File: src/hw/rtl/cap_rvb_ram.sv
module cap_rvb_ram #(
  parameter int WIDTH = 24,
  parameter int DEPTH = 16
) (
  input  logic                     clk,
  input  logic                     we,
  input  logic [$clog2(DEPTH)-1:0] addr,
  input  logic [WIDTH-1:0]         wdata,
  output logic [WIDTH-1:0]         rdata
);
  logic [WIDTH-1:0] mem [DEPTH];

  always_ff @(posedge clk) begin
    if (we) begin
      mem[addr] <= wdata;
    end
    rdata <= mem[addr];
  end
endmodule

File: config.mk
export PLATFORM = sky130hd
export DESIGN_NAME = cap_rvb_ram
export DESIGN_NICKNAME = d
export VERILOG_FILES = /design/src/hw/rtl/cap_rvb_ram.sv
export SDC_FILE = /design/constraint.sdc
export NUM_CORES = 1
export LEC_CHECK = 0
export BUFFER_PORTS_ARGS = -buffer_cell sky130_fd_sc_hd__buf_2
export CAP_MARGIN = 20
export CORE_MARGIN = 8
export CORE_UTILIZATION = 55
export CTS_CLUSTER_SIZE = 12
export DETAILED_ROUTE_END_ITERATION = 12
export GPL_ROUTABILITY_DRIVEN = 0
export GPL_TIMING_DRIVEN = 0
export MAX_ROUTING_LAYER = met4
export PLACE_DENSITY = 0.73
export SLEW_MARGIN = 20
export SYNTH_ARGS = -nofsm -noshare
export SYNTH_HDL_FRONTEND = slang
export SYNTH_SLANG_ARGS = --single-unit
File: constraint.sdc
create_clock -name clk -period 2.9 [get_ports clk]
set_input_delay 0.145 -clock clk [delete_from_list [all_inputs] [get_ports clk]]
set_output_delay 0.145 -clock clk [all_outputs]
set_load 0.01 [all_outputs]
==> results_dict.tcl <==
set metrics [dict create \
    finClkSkew_ps 11.3 \
    leakage_nw 5.66 \
    synthArstFlopShare 0 \
    io_pins 54 \
    arrival_ps 2050 \
    gr-total-overflow 0 \
    ys_seq_elements 408 \
    synth.area.top_cells "edfxtp_1 (77%), mux4_2 (14%), dfxtp_1 (3.2%)" \
    fin_crit_sh 0.634 \
    report.final.slew_viol_count 0 \
    avgSynthCellArea_um2 23.5 \
    fin_tns_setup_ps 0 \
    ff2ff_setup_slack_ps 1500 \
    grt_setup_unrepaired "false" \
    whs_ps 8.12 \
    grt_pass1_vias 7430 \
    synth-main-ff-cell "edfxtp_1" \
    finalWorstSetupSlack_ps 1060 \
    die_y_um 181 \
    worstSkewPairLatency_ps 520 \
    drive_gt1_frac 0.314 \
    post-place-ws_ps 566 \
    routedWlPerCell_um 27.4 \
    slew_headroom 0.387 \
    cp-start-kind "primary input" \
    synth_edf_count 384 \
    synth-seq-area-share 0.803 \
    vias 7019 \
    clkTransAtPathRegs_ps 60 \
    die_w_um 181 \
    powerDensity_nw_per_um2 686 \
    hp-start "wdata[16]" \
    routed_wl_mm 31.1 \
    period_needed_ps 1840 \
    crit_path_end_kind "register" \
    maxCapViolations 0 \
    cts_root_buf "clkbuf_16" \
    r2r_end "rdata[23]" \
    drtPass1Iterations 6 \
    worstMarginPinSlew_ps 920 \
    yosysWarnings 0 \
    grt_pass1_wl_mm 46.2 \
    core_area_um2 26800 \
    cts_tree "built" \
    start_util 0.558 \
    rr_startpoint "mem[6][23]" \
    syn2layout_area_growth_pct 17.0 \
    cts_buffers 41 \
    synth_top_cell_by_area "edfxtp_1" \
    synth_fp_nets 667 \
    critical_path_class "primary input to register" \
    syn_area_um2 15000 \
    setup_viol 0 \
    grt_usage 0.197 \
    synth_common_cells "edfxtp_1 (384), mux4_2 (96), a22oi_1 (48)" \
    status "complete, no violations" \
    ant_nets 0 \
    placed_cells 1053 \
    hpwl_mm 19.1 \
    max_freq_ghz 0.544 \
    synth_top_area_frac 0.771 \
    final_area_um2 17500 \
    worstRegToRegCells 3 \
    worstHoldEndpoint "mem[6][16]" \
    peakVddDrop_uv 562 \
    holdBufCountCts 13 \
    cts.sinks 408 \
    drt-initial-drc-count 624 \
    final_cells 1135 \
    syn-instance-count 637 \
    holdPathStages 1 \
    crit_path_max_fanout 14 \
    port_buffers 51 \
    timing_hold_violations_final 0 \
    antenna_found_initial 1 \
    dpl-instance-area_um2 16200 \
    routed_via_density 6.18 \
    hold_path_class "primary input to register" \
    cts.path.max_buffers 3 \
    cts_resized 0 \
    worstPathRequired_ps 3110 \
    yosysUniqueCellTypes 19 \
    grt_max_degree 18 \
    drc 0 \
    dieArea_um2 32700 \
    row_count 60 \
    synth_most_common_cell "edfxtp_1" \
    htree_levels 2 \
    nNetsFinal 798 \
    post-cts-setup-buffer-count 0 \
]
-- through the flow --
step | util | power, mW
3_3_place_gp | 0.583 | 7.31
5_1_grt | 0.653 | 12.4
2_1_floorplan | - | 7.09
3_5_place_dp | 0.604 | 7.38
4_1_cts | 0.653 | 12.1
6_report | 0.653 | 12.0
-- worst max-delay path, stage by stage --
cell     delay (ps)
buf_2           210
buf_1           490
nand2_1         400
nor2_4          550
buf_16          230
-- worst max path at each step --
stage / startpoint / to / slack, ps / depth (start not counted)
after CTS: addr[1] / mem[15][7] / 1140 / 5
after global routing: addr[1] / mem[15][7] / 1020 / 5
after floorplan: addr[2] / mem[0][0] / 140 / 2
after detailed placement: addr[1] / mem[15][10] / 570 / 5
final: addr[1] / mem[15][7] / 1060 / 5
after global placement: addr[2] / mem[0][10] / -1660 / 3
-- registers in the layout, indices dropped and copies added (netlist names) --
signal  flops
rdata      24
mem       384
-- layer usage --
metal / global-route usage / share of wire
met5: - / 0
met4: 0.0622 / 0.029
met3: 0.0403 / 0.079
met2: 0.330 / 0.51
met1: 0.239 / 0.38
-- final cells by class --
type,count,area [um^2]
plain buffers,34,199
flip-flops and latches,408,12000
repair buffers,88,813
fillers,1677,9300
clock buffers,66,1160
clock inverters,2,35.0
multi-input cells,195,2860
well taps,341,427
diodes,1,2.50
-- cell families (layout without fill, tap and decap cells) --
| kind of cell | count (synthesis) | in the layout | synth area share |
|---|---|---|---|
| DFF | 408 | 408 | 0.803 |
| muxes | 96 | 96 | 0.145 |
| and+or+nand+nor | 51 | 51 | 0.0149 |
| AOI/OAI and AO/OA | 48 | 48 | 0.0241 |
| buffers and inverters | 34 | 190 | 0.0133 |
| other | 0 | 1 | 0 |
-- cell usage in the layout, fill, tap and decap left out, types with 12 or more instances in the layout --
cell type      count
mux4_2            96
a22oi_1           48
nor2_4            12
clkbuf_16         41
nand2_1           25
dfxtp_1           24
buf_2             57
edfxtp_1         384
dlygate4sd3_1     13
clkbuf_1          37
-- where the power goes --
part | total [mW] | leakage, nW | internal, mW | switching [mW]
registers | 6.63 | 3.67 | 6.59 | 0.0357
logic | 0.637 | 1.41 | 0.270 | 0.367
clock network | 4.75 | 0.577 | 2.80 | 1.95
total | 12.0 | 5.66 | 9.66 | 2.35
Power figures use the tool's default switching activity.
