## src/hw/rtl/cap_rvb_pkg.sv

```systemverilog
package cap_rvb_pkg;

  typedef logic signed [15:0] sample_t;
  typedef logic signed [23:0] q24_t;

  localparam int MulAW = 26;
  localparam int MulBW = 17;
  localparam int MulPW = 44;

  typedef logic signed [MulAW-1:0] mul_a_t;
  typedef logic [MulBW-1:0]        mul_b_t;
  typedef logic signed [MulPW-1:0] mul_p_t;

  localparam logic [16:0] FB_SCALE  = 17'd58982;
  localparam logic [15:0] FB_OFFSET = 16'd3277;
  localparam logic [16:0] WET_MAX   = 17'd65536;

  localparam logic [1:0] REG_CHANNELS = 2'd0;
  localparam logic [1:0] REG_ROOM     = 2'd1;
  localparam logic [1:0] REG_DAMPING  = 2'd2;
  localparam logic [1:0] REG_WET      = 2'd3;

  function automatic q24_t sat24(input mul_p_t x);
    if (x > 44'sd8388607) return 24'sh7fffff;
    if (x < -44'sd8388608) return 24'sh800000;
    return x[23:0];
  endfunction

  function automatic sample_t sat16(input mul_p_t x);
    if (x > 44'sd32767) return 16'sh7fff;
    if (x < -44'sd32768) return 16'sh8000;
    return x[15:0];
  endfunction

endpackage

```

## src/hw/rtl/cap_rvb_smul.sv

```systemverilog
module cap_rvb_smul (
  input  logic                   clk,
  input  logic                   rst,
  input  logic                   start,
  input  cap_rvb_pkg::mul_a_t    a,
  input  cap_rvb_pkg::mul_b_t    b,
  output logic                   done,
  output cap_rvb_pkg::mul_p_t    p
);
  import cap_rvb_pkg::*;

  // shift-add, one multiplier bit per cycle, LSB first
  mul_p_t      acc;
  mul_p_t      ar;
  mul_b_t      br;
  logic [4:0]  cnt;
  logic        busy;

  always_ff @(posedge clk) begin
    if (rst) begin
      busy <= 1'b0;
      done <= 1'b0;
      cnt  <= '0;
    end else begin
      done <= 1'b0;
      if (start) begin
        busy <= 1'b1;
        cnt  <= '0;
      end else if (busy) begin
        cnt <= cnt + 5'd1;
        if (cnt == 5'(MulBW - 1)) begin
          busy <= 1'b0;
          done <= 1'b1;
        end
      end
    end
  end

  always_ff @(posedge clk) begin
    if (start) begin
      acc <= '0;
      ar  <= MulPW'(a);
      br  <= b;
    end else if (busy) begin
      if (br[0]) begin
        acc <= acc + ar;
      end
      ar <= ar <<< 1;
      br <= br >> 1;
    end
  end

  assign p = acc;
endmodule

```

## config.mk

```make
export PLATFORM = sky130hd
export DESIGN_NAME = cap_rvb_smul
export DESIGN_NICKNAME = d
export VERILOG_FILES = /design/src/hw/rtl/cap_rvb_pkg.sv /design/src/hw/rtl/cap_rvb_smul.sv
export SDC_FILE = /design/constraint.sdc
export NUM_CORES = 1
export LEC_CHECK = 0
export ABC_AREA = 0
export ABC_CLOCK_PERIOD_IN_PS = 5400
export BUFFER_PORTS_ARGS = -buffer_cell sky130_fd_sc_hd__buf_2
export CORE_ASPECT_RATIO = 1.2
export CORE_MARGIN = 5
export CORE_UTILIZATION = 60
export DETAILED_ROUTE_END_ITERATION = 6
export GPL_TIMING_DRIVEN = 0
export PLACE_DENSITY = 0.82
export SETUP_SLACK_MARGIN = 0.02
export SYNTH_ARGS = -nofsm -noshare
export SYNTH_HDL_FRONTEND = slang
export SYNTH_SLANG_ARGS = --single-unit
```

## constraint.sdc

```tcl
create_clock -name clk -period 5.4 [get_ports clk]
set_input_delay 0.27 -clock clk [delete_from_list [all_inputs] [get_ports clk]]
set_output_delay 0.27 -clock clk [all_outputs]
set_load 0.1 [all_outputs]
```

==> impl_summary.md, run 1 <==
Power and ir drop
The maximum VDD drop is 0.000243 V. Summed over all cells, the static leakage comes to 0.00349 uW. In this run the power density over the cells is 315 nW/um^2. The clock network fraction of total power is 26.8%. The logic gate share of total power is 31.7%.

The sequential power share is 41.6%. In this run switching power makes up 37.7% of total power. Internal power comes to 1560 uW.

The switching power is 944 uW. The overall power consumption is 2500 uW.

STA
The post-route clock skew is 8.19 ps. The actual slew at the worst max-slew pin is 886 ps. Final hold analysis gives a worst-case slack of 93.4 ps. Setup violations remaining at the end of the flow were counted as 0. The count of final max-slew check failures is 0.

The worst pin sits at a relative slew slack of 41.0%. Of the available clock period, the critical path in the final layout requires 54.1%. Setup repair after global routing left no endpoint under its margin. The setup TNS is 0 ps.

Based on the critical path, the design can be clocked at up to 0.342 GHz. Counting I/O delays and the setup requirement, the final critical path takes 2920 ps. The number of hold violations in the final report is 0.

CTS
The root buffer selected by CTS is sky130_fd_sc_hd__clkbuf_16. The H-tree generated during clock tree synthesis spans 3 levels. Counting the buffers created by CTS gives 9. The number of buffers added to fix hold violations after cts is 0.

The number of setup buffers added after CTS is 0. Clock-pin slew was measured on the worst setup and hold paths at 80 ps. The clock tree buffer depth is 2.

The post-cts resize count is 0. The TritonCTS sink count is 112. For the worst-skew pair, the clock arrives at the later sink with an insertion delay of 350 ps. TritonCTS built the clock tree.

Synth
The area of the mapped netlist is 6990 sq um. The sequential cell area fraction in the yosys report is 40.8%. Of all cell types, the one taking the most synthesized area is sky130_fd_sc_hd__edfxtp_1. The share of synthesized flip-flops with an asynchronous set or reset is 0%. The flop and latch count out of synthesis is 112. Yosys mapped a number of flops with a built-in enable equal to 61. The average size of a mapped cell is 9.54 sq um. The share of Yosys cell area claimed by the top area cell type is 26.2%. Yosys mapped the design onto 79 distinct sky130hd cell types.

The top flip-flop cell by instance count after synthesis is sky130_fd_sc_hd__edfxtp_1. Yosys attributes the largest share of cell area to sky130_fd_sc_hd__edfxtp_1 26%, sky130_fd_sc_hd__dfxtp_1 15%, sky130_fd_sc_hd__ha_1 8.1%, sky130_fd_sc_hd__mux2_2 6.4%, sky130_fd_sc_hd__a21oi_1 5.0%. In the synthesized netlist, the number of instances is 733. When the netlist entered floorplanning its net count stood at 825.

The number of warnings reported in the yosys synthesis log is 0.

Critical path
STA puts the critical path data required time at 5640 ps. The signal arrival time at the worst endpoint is 3170 ps. The element type at the critical path end is a flop. The category of the most critical setup path is flop to flop.

The maximum net fanout on the critical path is 8. The type of element launching the critical path is a flop.

Floorplanning
The die span in y is 128 um. The full die area is 13900 sq um. In this run the core area contains 43 standard-cell rows. The initial utilization of the core area, before any placement, comes to 60.7%. The horizontal extent of the die is 109 um. The top-level port count is 91.

The core outline area is 11500 sq um.

Layout
The repair_antennas step left the layout with diodes totalling 0. The library cell used most frequently in the layout, excluding fill and tap cells, is sky130_fd_sc_hd__buf_2. The share of final-layout standard cells stronger than drive strength 1 is 20.5%.

In the layout the commonest cells are 92 x sky130_fd_sc_hd__buf_2, 76 x sky130_fd_sc_hd__nand2_1, 70 x sky130_fd_sc_hd__a21oi_1, 61 x sky130_fd_sc_hd__edfxtp_1, 51 x sky130_fd_sc_hd__dfxtp_1. Relative to the synthesized area, the layout overhead comes to 13.5%. The post-layout net count is 925.

Global route
Entering global routing, the biggest net connects 62 pins. The global-route usage over all layers is 27.1%. The first global-routing pass estimated 29.8 mm of wire. The number of global-route vias before repair came to 6089. The number of antenna violations at the first check in global routing came to 0.

Global routing finished with a remaining overflow of 0.

Worst hold path
The tightest min-delay check is of the input port to flop type.

Detailed routing
The detail-routed via count per cell is 6.06. The post-route DRC violation count is 0. In this run the remaining antenna-violating nets after routing total 0.

The first-pass iteration count of the detailed router is 5. The overall via count from detail_route is 6034. The total detailed-routing wirelength is 18.5 mm. In this run, the number of DRC markers left after iteration 0 of detailed routing was 336. In the final routed layout, each cell accounts on average for 18.6 um.

Run status
The flow ran to the end, and the final reports show no timing, DRC or antenna violations.

Placement
The number of port buffers is 89. The HPWL after detailed placement is 14.0 mm. The congestion estimate from routability-driven global placement came to 0.923.

Run
Max-cap violations in this run came to 0.
through the flow:
| stage | utilization (%) | instance area, sq um | setup WS [ps] | instances |
|---|---|---|---|---|
| finish | 69.0 | 7940 | 2480 | 995 |
| floorplan | - | 6990 | 2370 | 733 |
| global route | 69.0 | 7940 | 2290 | 995 |
| global placement | 66.3 | 7630 | 1670 | 979 |
| detailed placement | 66.4 | 7640 | 2530 | 979 |
| CTS | 69.0 | 7940 | 2520 | 995 |
cells in the mapped netlist, drive strengths merged, types with 6 or more instances:
master and count:
nand2 78, a21oi 72, edfxtp 61, o21ai 53
dfxtp 51, ha 45, mux2 41, a21o 36
clkbuf 36, nor2 33, inv 30, xnor2 19
nand3 18, nand4 14, nor3 12, xor2 11
buf 9, a211oi 8, and2 8, o211ai 8
a31oi 7, nor4b 7, and3 6, o21bai 6
routing by layer:
metal,wire length (um),track usage (%),vias to the layer above
li1,-,-,2904
met4,582,11.0,0
met2,9530,48.1,203
met5,0,0,-
met3,967,3.68,47
met1,7460,32.9,2880
power groups by stage:
stage,clock network [uW],logic [uW],registers [uW]
after floorplan,0,437,1230
after global placement,0,766,1060
after detailed placement,0,782,1060
after CTS,674,788,1040
after global routing,706,861,1050
final,670,793,1040
final timing paths:
kind | slack (ps) | startpoint | depth (start not counted) | endpoint
worst max-delay path | 2480 | ar[27]$_DFFE_PP_ | 8 | p[43]$_SDFFE_PP0P_
worst min-delay path | 90 | rst | 2 | busy$_SDFF_PP0_
worst max register to register | 2480 | ar[27]$_DFFE_PP_ | 8 | p[43]$_SDFFE_PP0P_
worst min register to register | 470 | p[20]$_SDFFE_PP0P_ | 2 | p[20]$_SDFFE_PP0P_
worst max-delay path, stage by stage, from the launching register on:
cell and delay (ps):
sky130_fd_sc_hd__edfxtp_1 420, sky130_fd_sc_hd__ha_1 290, sky130_fd_sc_hd__clkbuf_1 300, sky130_fd_sc_hd__nand4_1 360, sky130_fd_sc_hd__nor4b_1 520, sky130_fd_sc_hd__o211ai_1 240, sky130_fd_sc_hd__and3_1 240, sky130_fd_sc_hd__o21ai_1 130
sky130_fd_sc_hd__mux2_1 330
sequential cells by signal, summed over array words and instances (netlist names):
name / cells
busy: 1
done: 1
cnt: 5
p: 44
br: 17
ar: 44
final cells by class:
cell class / count / area [sq um]
tap: 157 / 196
fill: 942 / 3570
multi-input combinational: 546 / 3860
inverter: 30 / 113
buffer: 45 / 178
sequential: 112 / 2850
clock buffer: 10 / 229
clock inverter: 6 / 67.6
timing repair buffer: 89 / 445
cell families (layout without fill, tap and decap cells):
kind of cell               Yosys count  count (layout)  share of synthesized area, %
AOI/OAI and AO/OA                  229             229                          22.0
xor gates and xnor gates            30              30                          3.76
adders and majority gates           46              46                          8.34
buffers and inverters               75             180                          4.15
DFF                                112             112                          40.8
muxes                               44              44                          7.03
and+or+nand+nor                    197             197                          14.0
No activity file was read; power rests on OpenSTA's default activity.
==> inputs of run 2 (changes only) <==
Settings changed: ABC_CLOCK_PERIOD_IN_PS 5400 to 2400, CORE_UTILIZATION 60 to 53, PLACE_DENSITY 0.82 to 0.77.
Clock period 5.4 ns to 2.4 ns, I/O delays scaled along.
==> impl_summary.md, run 2 (synthesis results as in run 1) <==
Layout
The number of fill cells came to 982 (+4.2%). Leaving out fill and tap cells, the most frequent cells in the layout are 91 x sky130_fd_sc_hd__buf_2, 74 x sky130_fd_sc_hd__nand2_1, 61 x sky130_fd_sc_hd__edfxtp_1, 53 x sky130_fd_sc_hd__a21oi_1, 53 x sky130_fd_sc_hd__buf_4. The share of final-layout standard cells stronger than drive strength 1 was 40.7% (+20 points).

The most common cell after layout, fill and taps aside is sky130_fd_sc_hd__buf_2. The share of the core filled with cells in the final layout is 70.1% (+1.2 points). The number of diodes added for antenna fixing was 0 (unchanged). The post-layout net count is 967 (+4.5%).

The area added between synthesis and finish is 31.1%.

Power and ir drop
The maximum VDD drop was 0.000430 V (+77%). The logic gate share of total power is 36.1% (+4.4 points). The switching power was 2280 uW (+140%).

The clock network fraction of total power is 24.7% (-2.1 points). The power per cell area was 661 nW/um^2 (+110%). The reported leakage power is 0.00382 uW (+9.4%). The internal power of the cells came to 3780 uW (+140%). The switching share of power was 37.6% (-0.13 points).

The sequential power share is 39.2% (-2.4 points).

Global route
The number of global-route vias before repair is 6300 (+3.5%). The first-pass GRT wire length was 31.2 mm (+5.0%). The number of antenna violations at the first check in global routing is 0 (unchanged). The global-route usage over all layers is 25.4% (-1.7 points). The pin count of the biggest net entering global routing is 62 (unchanged). The total grt overflow came to 0 (unchanged).

CTS
The clock tree buffer depth is 2 (unchanged). The clock slew seen by the registers of the worst setup and hold paths was 80 ps (about the same). The number of buffers inserted during clock tree synthesis was 9 (unchanged).

The CTS tree is built. The H-tree depth is 3 (unchanged). The TritonCTS sink count is 112 (unchanged). The source-to-sink clock delay at the later pin of the worst-skew pair is 370 ps (+20 ps). The root buffer selected by CTS is sky130_fd_sc_hd__clkbuf_16.

STA
The actual slew at the worst max-slew pin came to 846 ps (-40.1 ps). The achievable frequency is 0.385 GHz (+13%). The number of hold violations in the final report is 0 (unchanged). The portion of the clock cycle consumed by the worst path in the final layout came to 108% (+54 points). The setup TNS is -1650 ps (-1650 ps). The number of failing setup endpoints in the final timing report is 18 (+18). The post-layout minimum cycle time came to 2590 ps (-330 ps).

Setup repair after global routing could not meet its margin everywhere. The max-slew headroom at the worst pin was 43.6% (+2.7 points). The post-route clock skew is 11.0 ps (+2.79 ps). The count of final max-slew check failures came to 0 (unchanged). The worst-case setup margin in the final layout was -194 ps (-2670 ps).

Floorplanning
The core outline area is 13100 sq um (+13%). The top-level port count is 91 (unchanged). The full die area is 15600 sq um (+12%). The horizontal extent of the die is 115 um (+5.8%). The floorplan row count is 46 (+7.0%). The die span in y is 136 um (+5.9%). The initial core utilization was 53.5% (-7.2 points).

Placement
The HPWL after detailed placement came to 14.2 mm (+1.7%). The last weighted congestion value of the routability-driven placer is 0.930 (+0.82%). The number of port buffers is 89 (unchanged).

Detailed routing
The total detailed-routing wirelength was 20.4 mm (+10%). The post-route DRC violation count is 0 (unchanged). The first-pass iteration count of the detailed router is 4 (-1). The number of violations reported at the end of detailed-routing iteration 0 is 464 (+38%).

The count of nets left with antenna violations after detail routing is 0 (unchanged). The final routed wire length divided by cell count is 19.5 um (+4.5%). The overall via count from detail_route was 6306 (+4.5%). The detail-routed via count per cell is 6.02 (-0.78%).

Critical path
The maximum net fanout on the critical path is 5 (-3). The critical-path cell with the highest stage delay is sky130_fd_sc_hd__edfxtp_1. STA classifies the critical path endpoint as a flop. The register-to-register setup slack came to -190 ps (-2670 ps).

The category of cells accounting for the largest share of critical-path delay is compound AO/OA/AOI/OAI gates. Walking the worst path, the cells encountered are ha_4, fa_2, a21oi_4, o211ai_4, a41oi_4, a21bo_1, and2_4, nor3_2, o31a_1, a32o_1. The signal arrival time at the worst endpoint is 2860 ps (-310 ps). The category of the most critical setup path is flop to flop. The endpoint identified for the worst register-to-register timing path is p[30]$_SDFFE_PP0P_. The worst stage delay on the critical path was 440 ps (-80 ps). The count of cells along the worst register-to-register path was 10 (+2).

The worst register-to-register path begins at ar[0]$_SDFFCE_PN0P_. The count of buffering cells on the critical path with inverters included is 0 (-1). The type of element launching the critical path is a flop.

The data required time at the worst endpoint is 2670 ps (-2970 ps).

Worst hold path
The path with the worst hold slack has its endpoint at br[16]$_SDFFCE_PN0P_. The instance count along the most critical hold path is 2 (unchanged). The startpoint identified for the worst hold timing path is b[16]. The min-delay analysis places its worst path in the category input port to flop.

Run status
The run finished, with violations left. The final reports fail on setup timing.

Run
The number of maximum-capacitance constraint violations is 0 (unchanged).
[run 2: cell types whose count changed in the layout (fill, tap and decap cells not counted), sizes merged]
cell / previous run / this run
clkbuf: 46 / 30
clkinvlp: 0 / 1
buf: 98 / 154
dlygate4sd3: 0 / 1
clkinv: 5 / 3
inv: 31 / 33
[run 2: worst reg2reg max path: cells and delay by family, from the launching register on]
kind,cells,cell delay (ps)
AO/OA/AOI/OAI,6,1270
adder cells (fa/ha/maj),2,550
flip-flops,1,440
AND/OR/NAND/NOR,2,230
[run 2: how the worst max path moves through the flow]
stage	start	to	slack (ps)	cells past startpoint
2_1_floorplan	p[24]$_SDFFE_PP0P_	p[43]$_SDFFE_PP0P_	-60	10
3_3_place_gp	ar[1]$_DFFE_PP_	p[33]$_SDFFE_PP0P_	-380	9
3_5_place_dp	ar[1]$_DFFE_PP_	p[33]$_SDFFE_PP0P_	-410	9
4_1_cts	ar[0]$_SDFFCE_PN0P_	p[30]$_SDFFE_PP0P_	-170	10
5_1_grt	ar[1]$_DFFE_PP_	p[30]$_SDFFE_PP0P_	-250	10
6_report	ar[0]$_SDFFCE_PN0P_	p[30]$_SDFFE_PP0P_	-190	10
[run 2: final cells by class]
cell class	instances	area (sq um)	area share [%]
clock buffers	9	225	2.46
multi-input cells	546	4510	49.2
plain buffers	28	126	1.38
clock inverters	7	65.1	0.710
inverters	30	113	1.23
flip-flops and latches	112	3000	32.7
well taps	168	210	2.29
repair buffers	148	913	9.97
[run 2: what timing repair did]
action / in CTS / in global routing
endpoints found under the hold margin: 1 / 0
resized for setup: 70 / 48
buffers inserted: 34 / 24
pin swaps: 46 / 49
hold buffers: 1 / 0
endpoints found under the setup margin: 40 / 38
[run 2: per-layer routing]
layer	vias up	global-route usage [%]	routed length [um]
li1	3009	-	-
met1	3050	29.0	7930
met2	194	45.7	10700
met3	53	4.81	994
met4	0	11.2	745
met5	-	0	0
[run 2: per-stage QoR]
step           setup slack, ps  hold WS [ps]  instances  area, sq um  total power, uW
6_report                  -194          41.6       1048         9170             6060
5_1_grt                   -246          35.9       1048         9170             6330
4_1_cts                   -168          34.5       1030         8780             5890
3_5_place_dp              -413           300        990         7950             4200
3_3_place_gp              -378           292        990         7950             4150
2_1_floorplan            -60.6           192        733         7290             3810
[run 2: power groups by stage]
stage               registers [uW]  clock network [uW]  logic, uW
global route                  2390                1610       2330
floorplan                     2790                   0       1020
finish                        2370                1500       2190
CTS                           2360                1520       2000
global placement              2390                   0       1760
detailed placement            2400                   0       1800
==> inputs of run 3 (changes only) <==
Settings changed: ABC_AREA 0 to 1, BUFFER_PORTS_ARGS -buffer_cell sky130_fd_sc_hd__buf_2 to not set, CORE_MARGIN 5 to 2, CORE_UTILIZATION 53 to 59, DONT_BUFFER_PORTS set to 1, PLACE_DENSITY 0.77 to 0.78.
==> impl_summary.md, run 3 <==
Run status
The flow ran to the end, and the final reports show no timing, DRC or antenna violations.

Synth
The number of nets in the synthesized netlist was 1330 (+61%). The largest area contributor in the netlist is sky130_fd_sc_hd__edfxtp_1. The number of unique standard cell types used by synthesis came to 31 (-61%). The flop and latch count out of synthesis came to 112 (unchanged).

The number of enable-type register cells in the synthesized netlist is 61 (unchanged). The count of mapped cells out of synthesis is 1238 (+69%). The share of Yosys cell area claimed by the top area cell type is 22.6% (-3.6 points). The most frequently used cell type in the post-synthesis netlist is sky130_fd_sc_hd__nand2_1. The sequential cell area fraction in the yosys report was 35.1% (-5.6 points).

The top flip-flop cell by instance count after synthesis is sky130_fd_sc_hd__edfxtp_1. The area of the mapped netlist is 8120 sq um (+16%). By area the synthesized netlist is led by sky130_fd_sc_hd__edfxtp_1 23%, sky130_fd_sc_hd__nand2_1 22%, sky130_fd_sc_hd__dfxtp_1 13%, sky130_fd_sc_hd__inv_1 9.5%, sky130_fd_sc_hd__ha_1 6.9%. The share of synthesized flip-flops with an asynchronous set or reset is 0% (unchanged). The number of warnings reported in the yosys synthesis log was 0 (unchanged). Counting instances in the post-synthesis netlist gives the leading cell types as 468 x sky130_fd_sc_hd__nand2_1, 205 x sky130_fd_sc_hd__inv_1, 134 x sky130_fd_sc_hd__nor2_1, 61 x sky130_fd_sc_hd__edfxtp_1.

The average size of a mapped cell is 6.56 sq um (-31%).

CTS
The source-to-sink clock delay at the later pin of the worst-skew pair is 370 ps (about the same). The number of buffers inserted during clock tree synthesis was 9 (unchanged). The post-CTS setup buffer count is 0 (-100%). The H-tree depth came to 3 (unchanged).

The clock slew seen by the registers of the worst setup and hold paths is 90 ps (about the same). The clock tree buffer depth is 2 (unchanged). The root buffer selected by CTS is sky130_fd_sc_hd__clkbuf_16.

TritonCTS built the clock tree. The TritonCTS sink count is 112 (unchanged).

Floorplanning
The floorplan row count is 46 (unchanged). The horizontal extent of the die is 111 um (-3.3%). The core outline area is 13400 sq um (+2.2%).

The die span in y is 132 um (-2.5%). The top-level port count is 91 (unchanged). The full die area is 14700 sq um (-5.7%). The initial core utilization is 60.8% (+7.3 points).

Power and ir drop
The maximum VDD drop is 0.000507 V (+18%). The power per cell area is 627 nW/um^2 (-5.2%). The reported leakage power was 0.00494 uW (+29%). The overall power consumption is 5820 uW (-3.9%).

Global route
The pin count of the biggest net entering global routing is 62 (unchanged). The number of antenna violations at the first check in global routing is 0 (unchanged). The number of global-route vias before repair was 7248 (+15%). The global-route usage over all layers is 30.6% (+5.2 points).

The total grt overflow is 0 (unchanged). The first-pass GRT wire length is 35.7 mm (+14%).

Detailed routing
The number of violations reported at the end of detailed-routing iteration 0 is 525 (+13%). The total detailed-routing wirelength was 22.4 mm (+9.5%). The final routed wire length divided by cell count was 15.3 um (-22%).

The post-route DRC violation count was 0 (unchanged). The count of nets left with antenna violations after detail routing came to 0 (unchanged). The first-pass iteration count of the detailed router is 5 (+1). The overall via count from detail_route is 7535 (+19%). The detail-routed via count per cell came to 5.14 (-15%).

Worst hold path
The worst hold path terminates at ar[30]$_DFFE_PP_. The worst hold path belongs to the class input port to flop. The instance count along the most critical hold path is 2 (unchanged). In this run the most critical hold path is launched from a[25].

STA
The max-slew headroom at the worst pin is 31.6% (-12 points). The post-route clock skew is 8.67 ps (-2.31 ps). The number of hold violations in the final report is 0 (unchanged). The actual slew at the worst max-slew pin is 1030 ps (+180 ps). Setup repair after global routing could not meet its margin everywhere. The portion of the clock cycle consumed by the worst path in the final layout is 94.5% (-14 points). The final hold slack is 175 ps (+133 ps).

The number of failing setup endpoints in the final timing report is 0 (-18). The achievable frequency is 0.441 GHz (+14%). The count of final max-slew check failures came to 0 (unchanged).

The post-layout minimum cycle time came to 2270 ps (-327 ps).

Layout
The post-layout instance count excluding filler cells is 1465 (+40%). The post-layout net count came to 1384 (+43%). The most common cell after layout, fill and taps aside is sky130_fd_sc_hd__nand2_1. The area growth from synthesis to layout is 14.5%. The number of diodes added for antenna fixing is 0 (unchanged). The share of final-layout standard cells stronger than drive strength 1 is 11.0% (-30 points).

Leaving out fill and tap cells, the most frequent cells in the layout are 467 x sky130_fd_sc_hd__nand2_1, 205 x sky130_fd_sc_hd__inv_1, 134 x sky130_fd_sc_hd__nor2_1, 61 x sky130_fd_sc_hd__edfxtp_1, 50 x sky130_fd_sc_hd__nand3_1. The number of fill cells is 1180 (+20%).

Critical path
The data required time at the worst endpoint is 2670 ps (about the same). The category of cells accounting for the largest share of critical-path delay is simple AND/OR/NAND/NOR gates. The critical path is of the flop to flop type. The endpoint identified for the worst register-to-register timing path is p[42]$_SDFFE_PP0P_. The signal arrival time at the worst endpoint is 2540 ps (-320 ps). The register-to-register setup slack is 130 ps (+330 ps).

The signal on the critical path passes through ha_1, nand2_1, nor2_1, inv_1, nor2_1, nand2_1, nor2_1, nand2_1, nand4_1, nand3_1, nand2_1, inv_1. The maximum net fanout on the critical path is 4 (-1). The count of buffering cells on the critical path with inverters included was 2 (+2). In this design, the critical path's most frequently occurring cell is sky130_fd_sc_hd__nand2_1. The type of element launching the critical path is a flop. The worst stage delay on the critical path is 690 ps (+250 ps). STA classifies the critical path endpoint as a flop.

The count of cells along the worst register-to-register path is 12 (+2). The launch instance of the worst register-to-register path is p[41]$_SDFFE_PP0P_. On the critical path, the stage with the largest delay is an instance of sky130_fd_sc_hd__dfxtp_2.

Placement
The HPWL after detailed placement is 16.7 mm (+18%). The instance count after placement with tap cells included is 1406 (+42%). The last weighted congestion value of the routability-driven placer is 1.01 (+8.2%). The number of port buffers is 0 (-100%).

Run
The number of maximum-capacitance constraint violations was 0 (unchanged).
-- run 3: changes by cell type in the layout (fill, tap and decap cells not counted), moves of 35 or more --
| cell | change |
|---|---|
| sky130_fd_sc_hd__buf_4 | -53 |
| sky130_fd_sc_hd__inv_1 | +175 |
| sky130_fd_sc_hd__dlygate4sd3_1 | +42 |
| sky130_fd_sc_hd__a21o_1 | -35 |
| sky130_fd_sc_hd__mux2_2 | -40 |
| sky130_fd_sc_hd__nor2_1 | +106 |
| sky130_fd_sc_hd__buf_2 | -85 |
| sky130_fd_sc_hd__nand2_1 | +393 |
-- run 3: worst max-delay path by stage --
stage / cells after the start / to / start / slack (ps)
after detailed placement: 11 / p[38]$_SDFFE_PP0P_ / p[25]$_SDFFE_PP0P_ / -430
after floorplan: 10 / p[20]$_SDFFE_PP0P_ / p[14]$_SDFFE_PP0P_ / 20
after CTS: 11 / p[38]$_SDFFE_PP0P_ / p[29]$_SDFFE_PP0P_ / 1
after global routing: 12 / p[41]$_SDFFE_PP0P_ / ar[23]$_DFFE_PP_ / -9
final: 12 / p[42]$_SDFFE_PP0P_ / p[41]$_SDFFE_PP0P_ / 130
after global placement: 3 / ar[5]$_DFFE_PP_ / start / -760
-- run 3: cell families (layout without fill, tap and decap cells) --
logic type,count (synthesis),after routing,synth area share (%)
simple gates,733,733,38.3
buf+inv,239,298,11.1
flops,112,112,35.1
compound gates,84,84,5.67
fa+ha+maj,46,46,7.18
xor+xnor,24,24,2.59
-- run 3: layout make-up --
type | instances | area (sq um) | area share, %
Clock inverter | 7 | 91.3 | 0.983
Sequential cell | 112 | 3010 | 32.4
Clock buffer | 9 | 225 | 2.42
Inverter | 214 | 803 | 8.65
Tap cell | 168 | 210 | 2.26
Timing Repair Buffer | 43 | 430 | 4.63
Multi-Input combinational cell | 887 | 4420 | 47.6
Buffer | 25 | 101 | 1.09
-- run 3: metal layers --
layer	GRT usage (%)	up-vias	routed length, um
met5	0	-	0
met4	7.89	0	417
met3	6.18	30	1550
met2	51.7	211	10400
met1	40.5	3391	9990
li1	-	3903	-
-- run 3: through the flow --
step | util, % | TNS (ps) | cell area [sq um] | setup slack [ps]
6_report | 69.6 | 0 | 9290 | 133
5_1_grt | 69.6 | -9.34 | 9290 | -9.34
4_1_cts | 68.5 | 0 | 9150 | 1.32
3_5_place_dp | 62.4 | -8420 | 8340 | -425
3_3_place_gp | 62.4 | -54020 | 8330 | -758
2_1_floorplan | - | 0 | 8120 | 21.8
-- run 3: where the power goes --
group          leakage [uW]  switching [uW]  internal [uW]
Clock              0.000152             834            759
Sequential          0.00107             555           2220
Combinational       0.00371             956            500
-- run 3: what timing repair did --
item,4_1_cts,5_1_grt
hold buffers,43,0
endpoints found under the setup margin,39,29
gates resized for setup,47,47
endpoints found under the hold margin,49,0
